<file path="config.mk">
export PLATFORM = sky130hd
export DESIGN_NAME = json_token_lexer
export DESIGN_NICKNAME = d
export VERILOG_FILES = /design/src/rtl/jtl_pkg.sv /design/src/rtl/jtl_front.sv /design/src/rtl/jtl_queue.sv /design/src/rtl/jtl_back.sv /design/src/rtl/json_token_lexer.sv
export SDC_FILE = /design/constraint.sdc
export NUM_CORES = 1
export LEC_CHECK = 0
export ABC_CLOCK_PERIOD_IN_PS = 6100
export BUFFER_PORTS_ARGS = -buffer_cell sky130_fd_sc_hd__buf_4
export CAP_MARGIN = 30
export CORE_MARGIN = 10
export CORE_UTILIZATION = 50
export CTS_BUF_LIST = sky130_fd_sc_hd__clkbuf_4
export DETAILED_ROUTE_END_ITERATION = 8
export MAX_ROUTING_LAYER = met4
export PLACE_DENSITY = 0.73
export SYNTH_ARGS = -nofsm -noshare
export SYNTH_HDL_FRONTEND = slang
export SYNTH_SLANG_ARGS = --single-unit
</file>
<file path="constraint.sdc">
create_clock -name clk -period 6.1 [get_ports clk]
set_input_delay 1.22 -clock clk [delete_from_list [all_inputs] [get_ports clk]]
set_output_delay 1.22 -clock clk [all_outputs]
set_load 0.01 [all_outputs]
</file>
<file path="src/rtl/jtl_pkg.sv">
// jtl_pkg: shared types, codes and keyword tables of the json token lexer
// no dependencies; imported by every module under rtl
`default_nettype none
package jtl_pkg;

  localparam int QDEPTH = 4;
  localparam int QAW    = $clog2(QDEPTH);

  localparam logic [3:0] KIND_LBRACE   = 4'd0;
  localparam logic [3:0] KIND_RBRACE   = 4'd1;
  localparam logic [3:0] KIND_LBRACKET = 4'd2;
  localparam logic [3:0] KIND_RBRACKET = 4'd3;
  localparam logic [3:0] KIND_COLON    = 4'd4;
  localparam logic [3:0] KIND_COMMA    = 4'd5;
  localparam logic [3:0] KIND_STRING   = 4'd6;
  localparam logic [3:0] KIND_NUMBER   = 4'd7;
  localparam logic [3:0] KIND_TRUE     = 4'd8;
  localparam logic [3:0] KIND_FALSE    = 4'd9;
  localparam logic [3:0] KIND_NULL     = 4'd10;

  localparam logic [2:0] ERR_NONE      = 3'd0;
  localparam logic [2:0] ERR_INVALID   = 3'd1;
  localparam logic [2:0] ERR_KEYWORD   = 3'd2;
  localparam logic [2:0] ERR_UNTERM    = 3'd3;
  localparam logic [2:0] ERR_NONASCII  = 3'd4;

  localparam logic [1:0] KW_TRUE  = 2'd0;
  localparam logic [1:0] KW_FALSE = 2'd1;
  localparam logic [1:0] KW_NULL  = 2'd2;

  localparam logic [7:0] CH_QUOTE = 8'h22;
  localparam logic [7:0] CH_DOT   = 8'h2e;

  typedef enum logic [1:0] {
    MODE_IDLE    = 2'd0,
    MODE_KEYWORD = 2'd1,
    MODE_STRING  = 2'd2,
    MODE_NUMBER  = 2'd3
  } mode_t;

  typedef enum logic [2:0] {
    CLS_PUNCT = 3'd0,
    CLS_WS    = 3'd1,
    CLS_KW    = 3'd2,
    CLS_QUOTE = 3'd3,
    CLS_DIGIT = 3'd4,
    CLS_DOT   = 3'd5,
    CLS_OTHER = 3'd6
  } cls_t;

  typedef struct packed {
    logic [7:0] byte_val;
    logic       eot;
    cls_t       cls;
    logic [3:0] punct_kind;
    logic [1:0] kw_id;
  } item_t;

  typedef struct packed {
    logic [3:0] kind;
    logic [7:0] byte_val;
    logic       first;
    logic       last;
    logic [2:0] err;
  } result_t;

  function automatic logic [2:0] kw_len(input logic [1:0] id);
    case (id)
      KW_TRUE:  kw_len = 3'd4;
      KW_FALSE: kw_len = 3'd5;
      KW_NULL:  kw_len = 3'd4;
      default:  kw_len = 3'd0;
    endcase
  endfunction

  function automatic logic [3:0] kw_kind(input logic [1:0] id);
    case (id)
      KW_TRUE:  kw_kind = KIND_TRUE;
      KW_FALSE: kw_kind = KIND_FALSE;
      KW_NULL:  kw_kind = KIND_NULL;
      default:  kw_kind = KIND_LBRACE;
    endcase
  endfunction

  function automatic logic [7:0] kw_char(input logic [1:0] id, input logic [2:0] pos);
    case ({id, pos})
      {KW_TRUE, 3'd0}:  kw_char = "t";
      {KW_TRUE, 3'd1}:  kw_char = "r";
      {KW_TRUE, 3'd2}:  kw_char = "u";
      {KW_TRUE, 3'd3}:  kw_char = "e";
      {KW_FALSE, 3'd0}: kw_char = "f";
      {KW_FALSE, 3'd1}: kw_char = "a";
      {KW_FALSE, 3'd2}: kw_char = "l";
      {KW_FALSE, 3'd3}: kw_char = "s";
      {KW_FALSE, 3'd4}: kw_char = "e";
      {KW_NULL, 3'd0}:  kw_char = "n";
      {KW_NULL, 3'd1}:  kw_char = "u";
      {KW_NULL, 3'd2}:  kw_char = "l";
      {KW_NULL, 3'd3}:  kw_char = "l";
      default:          kw_char = 8'h00;
    endcase
  endfunction

endpackage
`default_nettype wire

</file>
<file path="src/rtl/jtl_front.sv">
// jtl_front: accepts input beats and classifies each byte for the back end
// depends on jtl_pkg; feeds jtl_queue
`default_nettype none
module jtl_front (
  input  wire logic          in_tvalid,
  output logic               in_tready,
  input  wire logic [7:0]    in_tdata,   // in_byte
  input  wire logic          in_tlast,   // end_of_text
  input  wire logic          q_full,
  output logic               q_push,
  output jtl_pkg::item_t     q_item
);
  import jtl_pkg::*;

  cls_t       cls;
  logic [3:0] pkind;
  logic [1:0] kid;

  always_comb begin
    cls   = CLS_OTHER;
    pkind = KIND_LBRACE;
    kid   = KW_TRUE;
    case (in_tdata)
      "{": begin cls = CLS_PUNCT; pkind = KIND_LBRACE; end
      "}": begin cls = CLS_PUNCT; pkind = KIND_RBRACE; end
      "[": begin cls = CLS_PUNCT; pkind = KIND_LBRACKET; end
      "]": begin cls = CLS_PUNCT; pkind = KIND_RBRACKET; end
      ":": begin cls = CLS_PUNCT; pkind = KIND_COLON; end
      ",": begin cls = CLS_PUNCT; pkind = KIND_COMMA; end
      8'h20, 8'h09, 8'h0a, 8'h0b, 8'h0c, 8'h0d: cls = CLS_WS;
      "t": begin cls = CLS_KW; kid = KW_TRUE; end
      "f": begin cls = CLS_KW; kid = KW_FALSE; end
      "n": begin cls = CLS_KW; kid = KW_NULL; end
      CH_QUOTE: cls = CLS_QUOTE;
      CH_DOT:   cls = CLS_DOT;
      default: begin
        if (in_tdata >= "0" && in_tdata <= "9") cls = CLS_DIGIT;
      end
    endcase
  end

  assign in_tready = !q_full;
  assign q_push    = in_tvalid && !q_full;

  always_comb begin
    q_item.byte_val   = in_tdata;
    q_item.eot        = in_tlast;
    q_item.cls        = cls;
    q_item.punct_kind = pkind;
    q_item.kw_id      = kid;
  end

endmodule
`default_nettype wire

</file>
<file path="src/rtl/jtl_queue.sv">
// jtl_queue: short flop queue of classified bytes between front and back end
// depends on jtl_pkg
`default_nettype none
module jtl_queue (
  input  wire logic           clk,
  input  wire logic           rst_n,
  input  wire logic           push,
  input  wire jtl_pkg::item_t push_item,
  input  wire logic           pop,
  output logic                full,
  output logic                not_empty,
  output jtl_pkg::item_t      head
);
  import jtl_pkg::*;

  item_t             mem_r [QDEPTH];
  logic [QAW-1:0]    wr_ptr_r, wr_ptr_nxt;
  logic [QAW-1:0]    rd_ptr_r, rd_ptr_nxt;
  logic [QAW:0]      cnt_r, cnt_nxt;

  assign full      = (cnt_r == (QAW+1)'(QDEPTH));
  assign not_empty = (cnt_r != '0);
  assign head      = mem_r[rd_ptr_r];

  always_comb begin
    wr_ptr_nxt = push ? wr_ptr_r + 1'b1 : wr_ptr_r;
    rd_ptr_nxt = pop ? rd_ptr_r + 1'b1 : rd_ptr_r;
    cnt_nxt    = cnt_r + (QAW+1)'(push) - (QAW+1)'(pop);
  end

  always_ff @(posedge clk) begin
    if (!rst_n) begin
      wr_ptr_r <= '0;
      rd_ptr_r <= '0;
      cnt_r    <= '0;
    end else begin
      wr_ptr_r <= wr_ptr_nxt;
      rd_ptr_r <= rd_ptr_nxt;
      cnt_r    <= cnt_nxt;
    end
  end

  always_ff @(posedge clk) begin
    if (push) begin
      mem_r[wr_ptr_r] <= push_item;
    end
  end

endmodule
`default_nettype wire

</file>
<file path="src/rtl/jtl_back.sv">
// jtl_back: lexer state machine, result register and second-result slot
// depends on jtl_pkg; drains jtl_queue
`default_nettype none
module jtl_back (
  input  wire logic           clk,
  input  wire logic           rst_n,
  input  wire logic           q_not_empty,
  input  wire jtl_pkg::item_t q_head,
  output logic                q_pop,
  output logic                out_valid,
  input  wire logic           out_ready,
  output jtl_pkg::result_t    out_res
);
  import jtl_pkg::*;

  mode_t      mode_r, mode_nxt;
  logic [1:0] kw_id_r, kw_id_nxt;
  logic [2:0] kw_pos_r, kw_pos_nxt;
  logic [7:0] held_r, held_nxt;
  logic       held_first_r, held_first_nxt;
  logic       err_r, err_nxt;

  logic       out_valid_r;
  result_t    out_res_r;
  logic       pend_valid_r;
  result_t    pend_res_r;

  // idle handling of the head byte
  logic       idle_v;
  result_t    idle_res;
  mode_t      idle_mode;
  logic       idle_err;
  logic       idle_kw;
  logic       idle_num;

  // step results
  logic       r0_v, r1_v;
  result_t    r0, r1;

  logic [7:0] b;
  logic       eot;
  logic       can_load;
  logic       step;
  logic [2:0] pos_inc;

  assign b        = q_head.byte_val;
  assign eot      = q_head.eot;
  assign can_load = !out_valid_r || out_ready;
  assign step     = can_load && !pend_valid_r && q_not_empty;
  assign q_pop    = step;
  assign pos_inc  = kw_pos_r + 3'd1;

  always_comb begin
    idle_v    = 1'b0;
    idle_res  = '{kind: KIND_LBRACE, byte_val: b, first: 1'b0, last: 1'b0, err: ERR_NONE};
    idle_mode = MODE_IDLE;
    idle_err  = 1'b0;
    idle_kw   = 1'b0;
    idle_num  = 1'b0;
    case (q_head.cls)
      CLS_PUNCT: begin
        idle_v   = 1'b1;
        idle_res = '{kind: q_head.punct_kind, byte_val: b, first: 1'b1, last: 1'b1,
                     err: ERR_NONE};
      end
      CLS_WS: idle_v = 1'b0;
      CLS_KW: begin
        if (eot) begin
          idle_v = 1'b1; idle_err = 1'b1; idle_res.err = ERR_KEYWORD;
        end else begin
          idle_kw = 1'b1; idle_mode = MODE_KEYWORD;
        end
      end
      CLS_QUOTE: begin
        idle_v = 1'b1;
        if (eot) begin
          idle_err = 1'b1; idle_res.err = ERR_UNTERM;
        end else begin
          idle_mode = MODE_STRING;
          idle_res  = '{kind: KIND_STRING, byte_val: b, first: 1'b1, last: 1'b0,
                        err: ERR_NONE};
        end
      end
      CLS_DIGIT: begin
        if (eot) begin
          idle_v   = 1'b1;
          idle_res = '{kind: KIND_NUMBER, byte_val: b, first: 1'b1, last: 1'b1,
                       err: ERR_NONE};
        end else begin
          idle_num = 1'b1; idle_mode = MODE_NUMBER;
        end
      end
      default: begin
        idle_v = 1'b1; idle_err = 1'b1; idle_res.err = ERR_INVALID;
      end
    endcase
  end

  always_comb begin
    mode_nxt       = mode_r;
    kw_id_nxt      = kw_id_r;
    kw_pos_nxt     = kw_pos_r;
    held_nxt       = held_r;
    held_first_nxt = held_first_r;
    err_nxt        = err_r;
    r0_v = 1'b0;
    r1_v = 1'b0;
    r0   = '{kind: KIND_LBRACE, byte_val: b, first: 1'b0, last: 1'b0, err: ERR_NONE};
    r1   = r0;
    if (!err_r) begin
      case (mode_r)
        MODE_IDLE: begin
          r0_v     = idle_v;
          r0       = idle_res;
          mode_nxt = idle_mode;
          err_nxt  = idle_err;
          if (idle_kw) begin
            kw_id_nxt = q_head.kw_id; kw_pos_nxt = 3'd1;
          end
          if (idle_err) kw_pos_nxt = 3'd0;
          if (idle_num) begin
            held_nxt = b; held_first_nxt = 1'b1;
          end
        end
        MODE_KEYWORD: begin
          r0_v = 1'b1;
          if (kw_pos_r < kw_len(kw_id_r) && b == kw_char(kw_id_r, kw_pos_r)) begin
            if (pos_inc == kw_len(kw_id_r)) begin
              mode_nxt   = MODE_IDLE;
              kw_pos_nxt = 3'd0;
              r0 = '{kind: kw_kind(kw_id_r), byte_val: b, first: 1'b1, last: 1'b1,
                     err: ERR_NONE};
            end else if (eot) begin
              mode_nxt = MODE_IDLE; kw_pos_nxt = 3'd0; err_nxt = 1'b1;
              r0.err   = ERR_KEYWORD;
            end else begin
              r0_v       = 1'b0;
              kw_pos_nxt = pos_inc;
            end
          end else begin
            mode_nxt = MODE_IDLE; kw_pos_nxt = 3'd0; err_nxt = 1'b1;
            r0.err   = ERR_KEYWORD;
          end
        end
        MODE_STRING: begin
          r0_v = 1'b1;
          if (b == CH_QUOTE) begin
            mode_nxt = MODE_IDLE;
            r0 = '{kind: KIND_STRING, byte_val: b, first: 1'b0, last: 1'b1, err: ERR_NONE};
          end else if (b[7]) begin
            mode_nxt = MODE_IDLE; kw_pos_nxt = 3'd0; err_nxt = 1'b1;
            r0.err   = ERR_NONASCII;
          end else begin
            r0 = '{kind: KIND_STRING, byte_val: b, first: 1'b0, last: 1'b0, err: ERR_NONE};
            if (eot) begin
              r1_v     = 1'b1;
              r1.err   = ERR_UNTERM;
              mode_nxt = MODE_IDLE; kw_pos_nxt = 3'd0; err_nxt = 1'b1;
            end
          end
        end
        default: begin
          r0_v = 1'b1;
          if (q_head.cls == CLS_DIGIT || q_head.cls == CLS_DOT) begin
            r0 = '{kind: KIND_NUMBER, byte_val: held_r, first: held_first_r, last: 1'b0,
                   err: ERR_NONE};
            held_first_nxt = 1'b0;
            if (eot) begin
              mode_nxt = MODE_IDLE;
              r1_v     = 1'b1;
              r1 = '{kind: KIND_NUMBER, byte_val: b, first: 1'b0, last: 1'b1, err: ERR_NONE};
            end else begin
              held_nxt = b;
            end
          end else begin
            r0 = '{kind: KIND_NUMBER, byte_val: held_r, first: held_first_r, last: 1'b1,
                   err: ERR_NONE};
            held_first_nxt = 1'b0;
            r1_v     = idle_v;
            r1       = idle_res;
            mode_nxt = idle_mode;
            err_nxt  = idle_err;
            if (idle_kw) begin
              kw_id_nxt = q_head.kw_id; kw_pos_nxt = 3'd1;
            end
            if (idle_err) kw_pos_nxt = 3'd0;
            if (idle_num) begin
              held_nxt = b; held_first_nxt = 1'b1;
            end
          end
        end
      endcase
    end
  end

  always_ff @(posedge clk) begin
    if (!rst_n) begin
      mode_r       <= MODE_IDLE;
      kw_id_r      <= '0;
      kw_pos_r     <= '0;
      held_r       <= '0;
      held_first_r <= 1'b0;
      err_r        <= 1'b0;
      out_valid_r  <= 1'b0;
      pend_valid_r <= 1'b0;
    end else begin
      if (step) begin
        mode_r       <= mode_nxt;
        kw_id_r      <= kw_id_nxt;
        kw_pos_r     <= kw_pos_nxt;
        held_r       <= held_nxt;
        held_first_r <= held_first_nxt;
        err_r        <= err_nxt;
      end
      if (can_load) begin
        if (pend_valid_r) begin
          out_valid_r  <= 1'b1;
          pend_valid_r <= 1'b0;
        end else if (step) begin
          out_valid_r  <= r0_v || r1_v;
          pend_valid_r <= r0_v && r1_v;
        end else begin
          out_valid_r <= 1'b0;
        end
      end
    end
  end

  always_ff @(posedge clk) begin
    if (can_load) begin
      if (pend_valid_r) begin
        out_res_r <= pend_res_r;
      end else if (step) begin
        out_res_r  <= r0_v ? r0 : r1;
        pend_res_r <= r1;
      end
    end
  end

  assign out_valid = out_valid_r;
  assign out_res   = out_res_r;

endmodule
`default_nettype wire

</file>
<file path="src/rtl/json_token_lexer.sv">
// json_token_lexer: byte-serial json tokenizer, top level
// depends on jtl_pkg, jtl_front, jtl_queue and jtl_back
//
//  channel  dir  tdata            tuser                        tlast
//  in_      in   in_byte[7:0]     -                            end_of_text
//  out_     out  value_byte[7:0]  kind[3:0] first[4] err[7:5]  token_last
//
// one byte per cycle sustained while the output is ready; a byte giving two tokens holds
// the back end while its second result goes out
// an input beat is registered in the queue, then its result in the result register
// synchronous active-low reset clears lexer state, queue pointers and output valid flags
// a 4-entry queue lets the front keep accepting while the output stalls, until it fills
`default_nettype none
module json_token_lexer (
  input  wire logic       clk,
  input  wire logic       rst_n,
  input  wire logic       in_tvalid,
  output logic            in_tready,
  input  wire logic [7:0] in_tdata,   // in_byte
  input  wire logic       in_tlast,   // end_of_text
  output logic            out_tvalid,
  input  wire logic       out_tready,
  output logic [7:0]      out_tdata,  // value_byte
  output logic [7:0]      out_tuser,  // token_kind[3:0], token_first[4], error_code[7:5]
  output logic            out_tlast   // token_last
);
  import jtl_pkg::*;

  logic    q_full, q_push, q_pop, q_not_empty;
  item_t   q_in, q_head;
  result_t res;

  jtl_front u_front (
    .in_tvalid (in_tvalid),
    .in_tready (in_tready),
    .in_tdata  (in_tdata),
    .in_tlast  (in_tlast),
    .q_full    (q_full),
    .q_push    (q_push),
    .q_item    (q_in)
  );

  jtl_queue u_queue (
    .clk       (clk),
    .rst_n     (rst_n),
    .push      (q_push),
    .push_item (q_in),
    .pop       (q_pop),
    .full      (q_full),
    .not_empty (q_not_empty),
    .head      (q_head)
  );

  jtl_back u_back (
    .clk         (clk),
    .rst_n       (rst_n),
    .q_not_empty (q_not_empty),
    .q_head      (q_head),
    .q_pop       (q_pop),
    .out_valid   (out_tvalid),
    .out_ready   (out_tready),
    .out_res     (res)
  );

  assign out_tdata = res.byte_val;
  assign out_tuser = {res.err, res.first, res.kind};
  assign out_tlast = res.last;

endmodule
`default_nettype wire

</file>
## Word level (Yosys, flattened, before mapping)

Memory sizes are Yosys's and may differ from the RTL's. A register that Yosys moved wholly into a read port is not among the register bits.
Cells that the tools add are included.

- Bitwise logic cells: 3
- Mux-type cells: 101
- Equal/unequal tests: 36
- Add/subtract/negate cells: 5
- Reduce and logical (&&, ||, !) cells: 35
- $lt $le $gt $ge: 3

Operators with widths:

| cell | number |
|---|---|
| $mux W17 | 6 |
| $eq A8 B7 Y1 const B | 7 |
| $mux W3 | 18 |
| $pmux W17 S3 | 1 |
| $eq A8 B6 Y1 const B | 6 |
| $mux W16 | 3 |
| $mux W14 | 3 |
| $pmux W14 S3 | 1 |
| $eq A8 B4 Y1 const B | 5 |
| $mux W8 | 5 |
| $mux W2 | 16 |
| $pmux W3 S5 | 2 |
| $mux W1 | 27 |
| $mux W13 | 2 |
| $pmux W8 S2 | 1 |
| $pmux W2 S3 | 2 |
| $pmux W3 S2 | 2 |
| $pmux W3 S4 | 1 |
| $pmux W4 S3 | 1 |
| $reduce_and A4 Y1 | 3 |
| $reduce_or A2 Y1 | 6 |
| $reduce_or A6 Y1 | 2 |
| $pmux W1 S2 | 5 |
| $eq A3 B3 Y1 const B | 3 |
| other kinds (34) | 55 |

- Word-level logic and storage cells: 206
- Output and inout port bits: 19
- Memory bits (writable): 68
- Memories kept: 2
- Input port bits: 13
- Bits in read-only memories: 224
- Bits in registers: 60

Memories:

| name | words | bits a word | read ports | clocked after Yosys merged registers in | wr ports | line | RTL |
|---|---|---|---|---|---|---|---|
| (name not given) | 32 | 7 | 1 | 0 | 0 | jtl_pkg.sv:86 | `case ({id, pos})` |
| u_queue.mem_r | 4 | 17 | 1 | 1 | 1 | jtl_queue.sv:16 | `item_t mem_r [QDEPTH];` |

## Depth between registers and ports, before layout

Gate-level depths: netlist (run 1).

- Word-level depth: 18
- Mapped depth: 12
- Gate-level depth less buffers: 11

## Modules after synthesis

Synthesis (run 1) repeated with hierarchy kept, for this count alone.

- Cell total of the unflattened synthesis: 550
- Area, all modules: 6887.9 µm²

By module, submodules not included:

| module | cells an instance | area each (µm²) | times used |
|---|---|---|---|
| jtl_back | 361 | 3419.5 | 1 |
| jtl_queue | 137 | 3083.0 | 1 |
| jtl_front | 52 | 385.4 | 1 |

## Worst setup path before layout (run 1)

Ideal clock, no wire load.

- Path type: input -> register
- Start: in out_tready
- End: reg u_queue.cnt_r[2]
- Arrival time: 4.045 ns
- Stages on the path: 10
- Data required time: 5.972 ns
- Buffers on the path: 0
- Setup slack: 1.928 ns
- Path through: nor2b_1 > nor3_1 > ha_1 > inv_1 > ha_1 > inv_1 > fa_1 > xor2_1 > xnor2_1 > nor2_1

- Cells in the longest elaborated chain, start to end: 4

Ends and longest elaborated chain:

| what | line | RTL |
|---|---|---|
| start, declared | json_token_lexer.sv:22 | `input wire logic out_tready,` |
| $logic_or A1 B1 Y1 | jtl_back.sv:48 | `assign can_load = !out_valid_r \|\| out_ready;` |
| $logic_and A1 B1 Y1 (2 in series) | jtl_back.sv:49 | `assign step = can_load && !pend_valid_r && q_not_empty;` |
| net q_pop | json_token_lexer.sv:29 | `logic q_full, q_push, q_pop, q_not_empty;` |
| $sub A3 B1 Y3 | jtl_queue.sv:28 | `cnt_nxt = cnt_r + (QAW+1)'(push) - (QAW+1)'(pop);` |
| end signal, assigned | jtl_queue.sv:39 | `cnt_r <= cnt_nxt;` |
| end, declared | jtl_queue.sv:19 | `logic [QAW:0] cnt_r, cnt_nxt;` |

The timed path passes the listed nets, and every way through them passes these cells.
A chain may end at the register's enable or synchronous reset.

==> results of run 1 <==
[how the worst max path moves through the flow]
stage                    start            endpoint  depth (start not counted)
floorplan           out_tready    u_queue.cnt_r[2]                         10
global placement      register   u_back.out_res[5]                          8
detailed placement    register   u_back.out_res[7]                          8
CTS                   register   u_back.out_res[7]                          8
global route          register  u_back.out_res[11]                          9
finish                register   u_back.out_res[7]                          9
[layer usage]
layer  track usage [%]  vias up  wire [um]
met5                 -        -          0
met4             6.227        0        219
met3             3.820       16        631
met2             24.37      123       6390
met1             19.97     2103       6281
li1                  -     2082          -
[cells by family (layout without fill, tap and decap cells)]
family,count (synthesis),count (layout),synth area share (%)
AO/OA/AOI/OAI,106,106,11.80
XOR/XNOR,10,10,1.444
adder cells (fa/ha/maj),21,21,4.103
buffers and inverters,50,86,3.438
flip-flops,128,128,54.10
multiplexers,47,47,10.52
other,0,1,0
AND/OR/NAND/NOR,179,179,14.59
[flip-flops by register name (all words and copies together), names as in the netlist, named ones only]
register             count
u_back.out_valid         1
u_back.kw_pos_r          3
u_back.pend_res_r       15
u_back.held_first_r      1
u_back.held_r            8
u_queue.cnt_r            3
u_queue.rd_ptr_r         2
u_queue.wr_ptr_r         2
u_back.err_r             1
u_back.pend_valid_r      1
u_back.out_res          17
u_back.mode_r            2
u_queue.mem_r           68
u_back.kw_id_r           2
[tightest hold or removal path: stages, from the launching register on]
cell     delay, ns
dfxtp_1       0.34
mux2i_1       0.07
nor2_1        0.07
[synthesized netlist by cell type (all sizes together), types with 9 or more instances]
cell	count
clkbuf	19
nor2b	13
edfxtp	100
dfxtp	28
nand2b	9
inv	19
ha	20
nor2	39
mux2i	25
nand3	13
nor3	15
mux4	17
nand2	42
o21ai	22
a21oi	28
and2	12
buf	12
[metrics by stage]
step / std cells / area, sq um
3_3_place_gp: 716 / 6907
4_1_cts: 748 / 7194
3_5_place_dp: 716 / 6907
5_1_grt: 750 / 7224
2_1_floorplan: 541 / 6586
6_report: 750 / 7224
[cell type report]
| type | count | area, sq um |
|---|---|---|
| antenna | 1 | 2.502 |
| timing repair buffer | 35 | 282.8 |
| clock buffer | 19 | 142.6 |
| tap | 172 | 215.2 |
| multi-input combinational | 363 | 2801 |
| inverter | 19 | 71.32 |
| clock inverter | 13 | 145.1 |
| sequential | 128 | 3563 |
| fill | 1050 | 5549 |
[where the power goes]
group | switching, uW | internal (uW) | total, uW | leakage, uW
sequential | 83.3 | 1210 | 1290 | 0.00115
clock | 301 | 286 | 587 | 0.000146
combinational | 756 | 520 | 1280 | 0.00122
==> metrics.txt, run 1 <==
outcome completed; crit path capture type register; via count 4324; die height 134.8 um; routability-driven placement congestion ratio 0.8946; WS Path Type reg -> reg; Peak Freq 290.7 MHz; antenna violations before repair 1; Synth top area share 45.59%; Nets 598; actual slew at the worst max-slew pin 0.9599 ns; Post-synth EDFFs 100; Critical-path top delay cell mux4_1; WP data required 6.36 ns; Hold Buf Count CTS 0; initial DRC count 304; post-route setup slack 2.660 ns; Hold Crit Class reg -> reg; WHS Path Cells 2; Via density 5.765; hpwl dp 9532 um; FF-to-FF setup slack 2.66 ns; layout cells sized above 1 17.85%; critical path, cell by cell buf_4 -> mux4_1 -> xnor2_1 -> nor3_1 -> a21oi_1 -> nand2_1 -> o21a_4 -> nor3_1 -> o2bb2ai_1; commonest non-fill, non-tap cell in the layout edfxtp_1; Max stage delay on crit path 0.86 ns; Synth area leader edfxtp_1; CTS Buf Count 17; setup total negative slack 0 ns; top cells by area, synth edfxtp_1 46%, dfxtp_1 8.5%, mux4_2 5.5%; final design utilization 56.56%; post-CTS sizing 0; Worst Reg-to-Reg Cells 9; residual antenna-violating net count after detailed routing 0; TritonCTS clock tree yes; R2R Path End u_back.out_res[7]; vias in the first global route 4245; Routed WL per cell 18.03 um; commonest cells after routing, fill and taps aside 100 x edfxtp_1, 42 x nand2_1, 39 x nor2_1; P&R area growth vs syn 9.688%; first-pass GRT wire length 22430 um; unrepaired setup endpoints after global routing no; Max Cap Viol 0; leakage 0.002513 uW; Reg clk slew, reported paths 0.11 ns; average size of a mapped cell 12.17 sq um; H-tree levels 4; Gate Count Post-Synth 541; CP delay by family, top multiplexers; initial core utilization 51.56%; Critical Path Most Common Cell nor3_1; PD cells 436.3 nW/um^2; Power, Total 3152 uW; number of port buffers 31; core area 12770 sq um; Min Hold Slack 0.5073 ns; Synth Register Bits 128; Critical Path AT 3.70 ns; post-CTS setup buffer count 0; Setup Viol. Count Final 0; startpoint class of the critical path register; CP bufs+invs 1; Tmin final 3.440 ns; VDD IR-drop max 0.0001299 V; WL final 13520 um; skew final 0.01305 ns; CTS sink count 128; period utilization 56.39%; fin. max-slew vios 0; final hold violation count 0; Yosys warnings 0; aggregate global routing overflow 0; crit-path max FO 20; synth unique cells 73; clk root buf clkbuf_4; Residual DRC 0; largest net degree at the start of global routing 22; clk_lat worst skew 0.54 ns; I/O pin cnt 32; TritonRoute pass-1 iters 4; Seq/Total Area, Yosys 54.10%; Worst slew margin 35.17%; DIE AREA 18160 sq um; Synth async-reset ratio 0%; Die Span X 134.8 um; dominant synthesized flop cell edfxtp_1; worst hold path startpoint u_back.held_r[6]; Min-Delay Endpoint u_back.held_r[6]; # rows 41; All-Layer GR Usage 15.90%; dpl ws 2.494 ns; mapped cell area 6586 sq um; syn_nets 575; CTS max path bufs 2
(Power assumes the default switching activity.)
==> inputs of run 2 (changes only) <==
Settings changed: ABC_AREA set to 1, ABC_CLOCK_PERIOD_IN_PS 6100 to 3100, PLACE_DENSITY 0.73 to 0.76.
Clock period 6.1 ns to 3.1 ns, I/O delays scaled along.
==> run 2 against run 1 <==
Compared with the run above:
- clock skew up 0.0040 ns
- sequential power up 100%
- first-iteration DRC count up 19%
- combinational power rose to 3.0 times the previous value
- routed wire length up 9.5%
- cell area up 5.2%
- critical path depth up 8
- hold slack worse by 0.26 ns
- die area up 4.3%
- largest power group is now combinational logic
- highest routed layer unchanged
==> metrics.txt, run 2 <==
actual slew at the worst max-slew pin 0.7282 ns (-0.2317 ns); Reg clk slew, reported paths 0.11 ns (about the same); Internal 4422 uW (+120%); vias in the first global route 4994 (+18%); PD cells 1033 nW/um^2 (+140%); initial core utilization 51.62% (+0.053 points); mux contribution to synthesized area 0% (-11 points); number of port buffers 31 (unchanged); Synth top area share 43.42% (-2.2 points); FF-to-FF setup slack 0.33 ns (-2.33 ns); I/O pin cnt 32 (unchanged); Routed WL per cell 14.65 um (-19%); diodes inserted 0 (-1); NetSw 3430 uW (+200%); unrepaired setup endpoints after global routing no; TritonCTS clock tree yes; Residual DRC 0 (unchanged); Comb power frac 49.1% (+8.6 points); Post-synth EDFFs 100 (unchanged); dominant synthesized flop cell edfxtp_1; residual antenna-violating net count after detailed routing 0 (unchanged); sw frac 43.68% (+7.5 points); Hold Buf Count CTS 0 (unchanged); WS Path Type reg -> reg; Peak Freq 360.5 MHz (+24%); crit path capture type register; Nets 855 (+43%); Critical Path AT 3.10 ns (-0.60 ns); Worst slew margin 51.45% (+16 points); final design utilization 56.71% (+0.16 points); Synth area leader edfxtp_1; H-tree levels 4 (unchanged); Clk pwr share 17.4% (-1.2 points); Via density 5.219 (-9.5%); Critical Path Most Common Cell nand2_1; Tmin final 2.774 ns (-0.6657 ns); startpoint class of the critical path register; Die Span X 137.6 um (+2.1%); period utilization 89.48% (+33 points); Synth Register Bits 128 (unchanged); largest net degree at the start of global routing 35 (+59%); CTS Buf Count 17 (unchanged); hpwl dp 10400 um (+9.1%); non-filler instance count after layout 1010 (+35%); Setup Viol. Count Final 0 (unchanged); TritonRoute pass-1 iters 5 (+1); critical path, cell by cell nand2_1 -> inv_1 -> ha_1 -> a21oi_1 -> o21ai_0 -> nor2_4 -> nand2_1 -> nor2_2 -> nand2_2 -> nor2_4 -> nand3_2 -> nand2_2 -> nand2_4 -> nand2_8 -> nand2_1 -> nand3_1 -> nand2_1; layout cells sized above 1 16.43% (-1.4 points); syn_nets 821 (+43%); clk_lat worst skew 0.57 ns (+0.03 ns); Compound-Gate Fraction of Synth Area 9.171% (-2.6 points); Seq/Total Area, Yosys 51.52% (-2.6 points); P&R area growth vs syn 9.877%; initial DRC count 361 (+19%); core area 13400 sq um (+4.9%); Power, Total 7852 uW (+150%); Post-Synth XOR/XNOR Area 0.1266% (-1.3 points); synth cell count leaders 204 x nand2_1, 100 x edfxtp_1, 78 x inv_1; first-pass GRT wire length 24610 um (+9.8%); Yosys warnings 0 (unchanged); WL final 14800 um (+9.5%); post-CTS setup buffer count 0 (unchanged); die height 137.6 um (+2.1%); Gate Count Post-Synth 787 (+45%); post-CTS sizing 0 (unchanged); adder-cell share of the synthesized area 3.907% (-0.20 points); mapped cell area 6917 sq um (+5.0%); Max Cap Viol 0 (unchanged); antenna violations before repair 0 (-1); skew final 0.01701 ns (+0.003951 ns); average size of a mapped cell 8.789 sq um (-28%); VDD IR-drop max 0.0005791 V (+350%); CTS max path bufs 2 (unchanged); Synth Area in Simple Gates 27.60% (+13 points); setup total negative slack 0 ns (unchanged); leakage 0.003281 uW (+31%); Max stage delay on crit path 0.54 ns (-0.32 ns); top cells by area, synth edfxtp_1 43%, nand2_1 11%, dfxtp_1 8.1%; most numerous cell in the Yosys netlist nand2_1; All-Layer GR Usage 17.04% (+1.1 points); # rows 42 (+2.4%); number of flip-flops in the largest register 68 (unchanged); CTS sink count 128 (unchanged); aggregate global routing overflow 0 (unchanged); crit-path max FO 17 (-15%); Reg with most FFs u_queue.mem_r; fin. max-slew vios 0 (unchanged); Seq pwr share 33.5% (-7.4 points); synth unique cells 48 (-34%); outcome completed; commonest cells after routing, fill and taps aside 204 x nand2_1, 100 x edfxtp_1, 78 x inv_1; Critical-path top delay cell dfxtp_1; commonest non-fill, non-tap cell in the layout nand2_1; routability-driven placement congestion ratio 0.9653 (+7.9%); Hold Crit Class in -> reg; DIE AREA 18940 sq um (+4.3%); largest family of logic cells by synthesized area simple AND/OR/NAND/NOR gates; clk root buf clkbuf_4; Synth async-reset ratio 0% (unchanged); Cells after DPL 978 (+37%); via count 5271 (+22%); final hold violation count 0 (unchanged); Min Hold Slack 0.2437 ns (-0.2636 ns); WP data required 3.43 ns (-2.93 ns); fillers 1207 (+15%)
## run 2: cell types whose count changed in the layout (fill, tap and decap cells not counted), sizes merged, moves of 21 or more
cell   change
nor2      +31
nand3     +66
o21ai     +21
mux2i     -25
nand2    +191
inv       +72
## run 2: cell families after synthesis
| logic type | after synthesis |
|---|---|
| AO/OA/AOI/OAI | 112 |
| XOR/XNOR | 1 |
| flip-flops | 128 |
| adder cells (fa/ha/maj) | 21 |
| buffers and inverters | 116 |
| AND/OR/NAND/NOR | 409 |
## run 2: critical path, delay by kind of cell, from the launching register on
| kind | cells | cell delay, ns |
|---|---|---|
| AND/OR/NAND/NOR | 13 | 1.34 |
| buffers and inverters | 1 | 0.11 |
| AO/OA/AOI/OAI | 2 | 0.28 |
| flip-flops | 1 | 0.54 |
| adder cells (fa/ha/maj) | 1 | 0.25 |
## run 2: final cells by class
type	instances	area [sq um]	share of cell area (%)
well taps	176	220.2	2.898
inverters	92	352.8	4.643
clock buffers	18	135.1	1.778
repair buffers	39	292.8	3.852
clock inverters	14	212.7	2.799
flip-flops and latches	128	3563	46.89
multi-input cells	543	2823	37.14
## run 2: final timing paths
kind | from | cells past startpoint | end
setup / recovery | u_back.kw_id_r[0] | 17 | u_back.out_res[5]
hold / removal | in_tlast | 1 | u_queue.mem_r[1][8]
setup reg to reg | u_back.kw_id_r[0] | 17 | u_back.out_res[5]
hold reg to reg | u_queue.rd_ptr_r[1] | 2 | u_queue.rd_ptr_r[1]
## run 2: layer usage
layer	wire (um)	share of wire [%]	track usage [%]	vias to the layer above
met5	0	0	-	-
met4	249	1.7	6.557	0
met3	889	6.0	4.406	21
met2	6948	47	26.64	143
met1	6713	45	20.77	2399
li1	-	-	-	2708
## run 2: metrics by stage
step                cell area, sq um  setup WS (ns)
floorplan                       6917         0.5088
finish                          7600         0.3261
global route                    7600        0.06242
CTS                             7600         0.3549
detailed placement              7252         0.3908
global placement                7252         0.4297
## run 2: power groups by stage
| stage | clock, uW | sequential (uW) | combinational, uW |
|---|---|---|---|
| floorplan | 0 | 2690 | 2990 |
| global placement | 0 | 2660 | 3790 |
| detailed placement | 0 | 2670 | 3840 |
| CTS | 1390 | 2640 | 3860 |
| global route | 1470 | 2680 | 4390 |
| finish | 1360 | 2630 | 3860 |
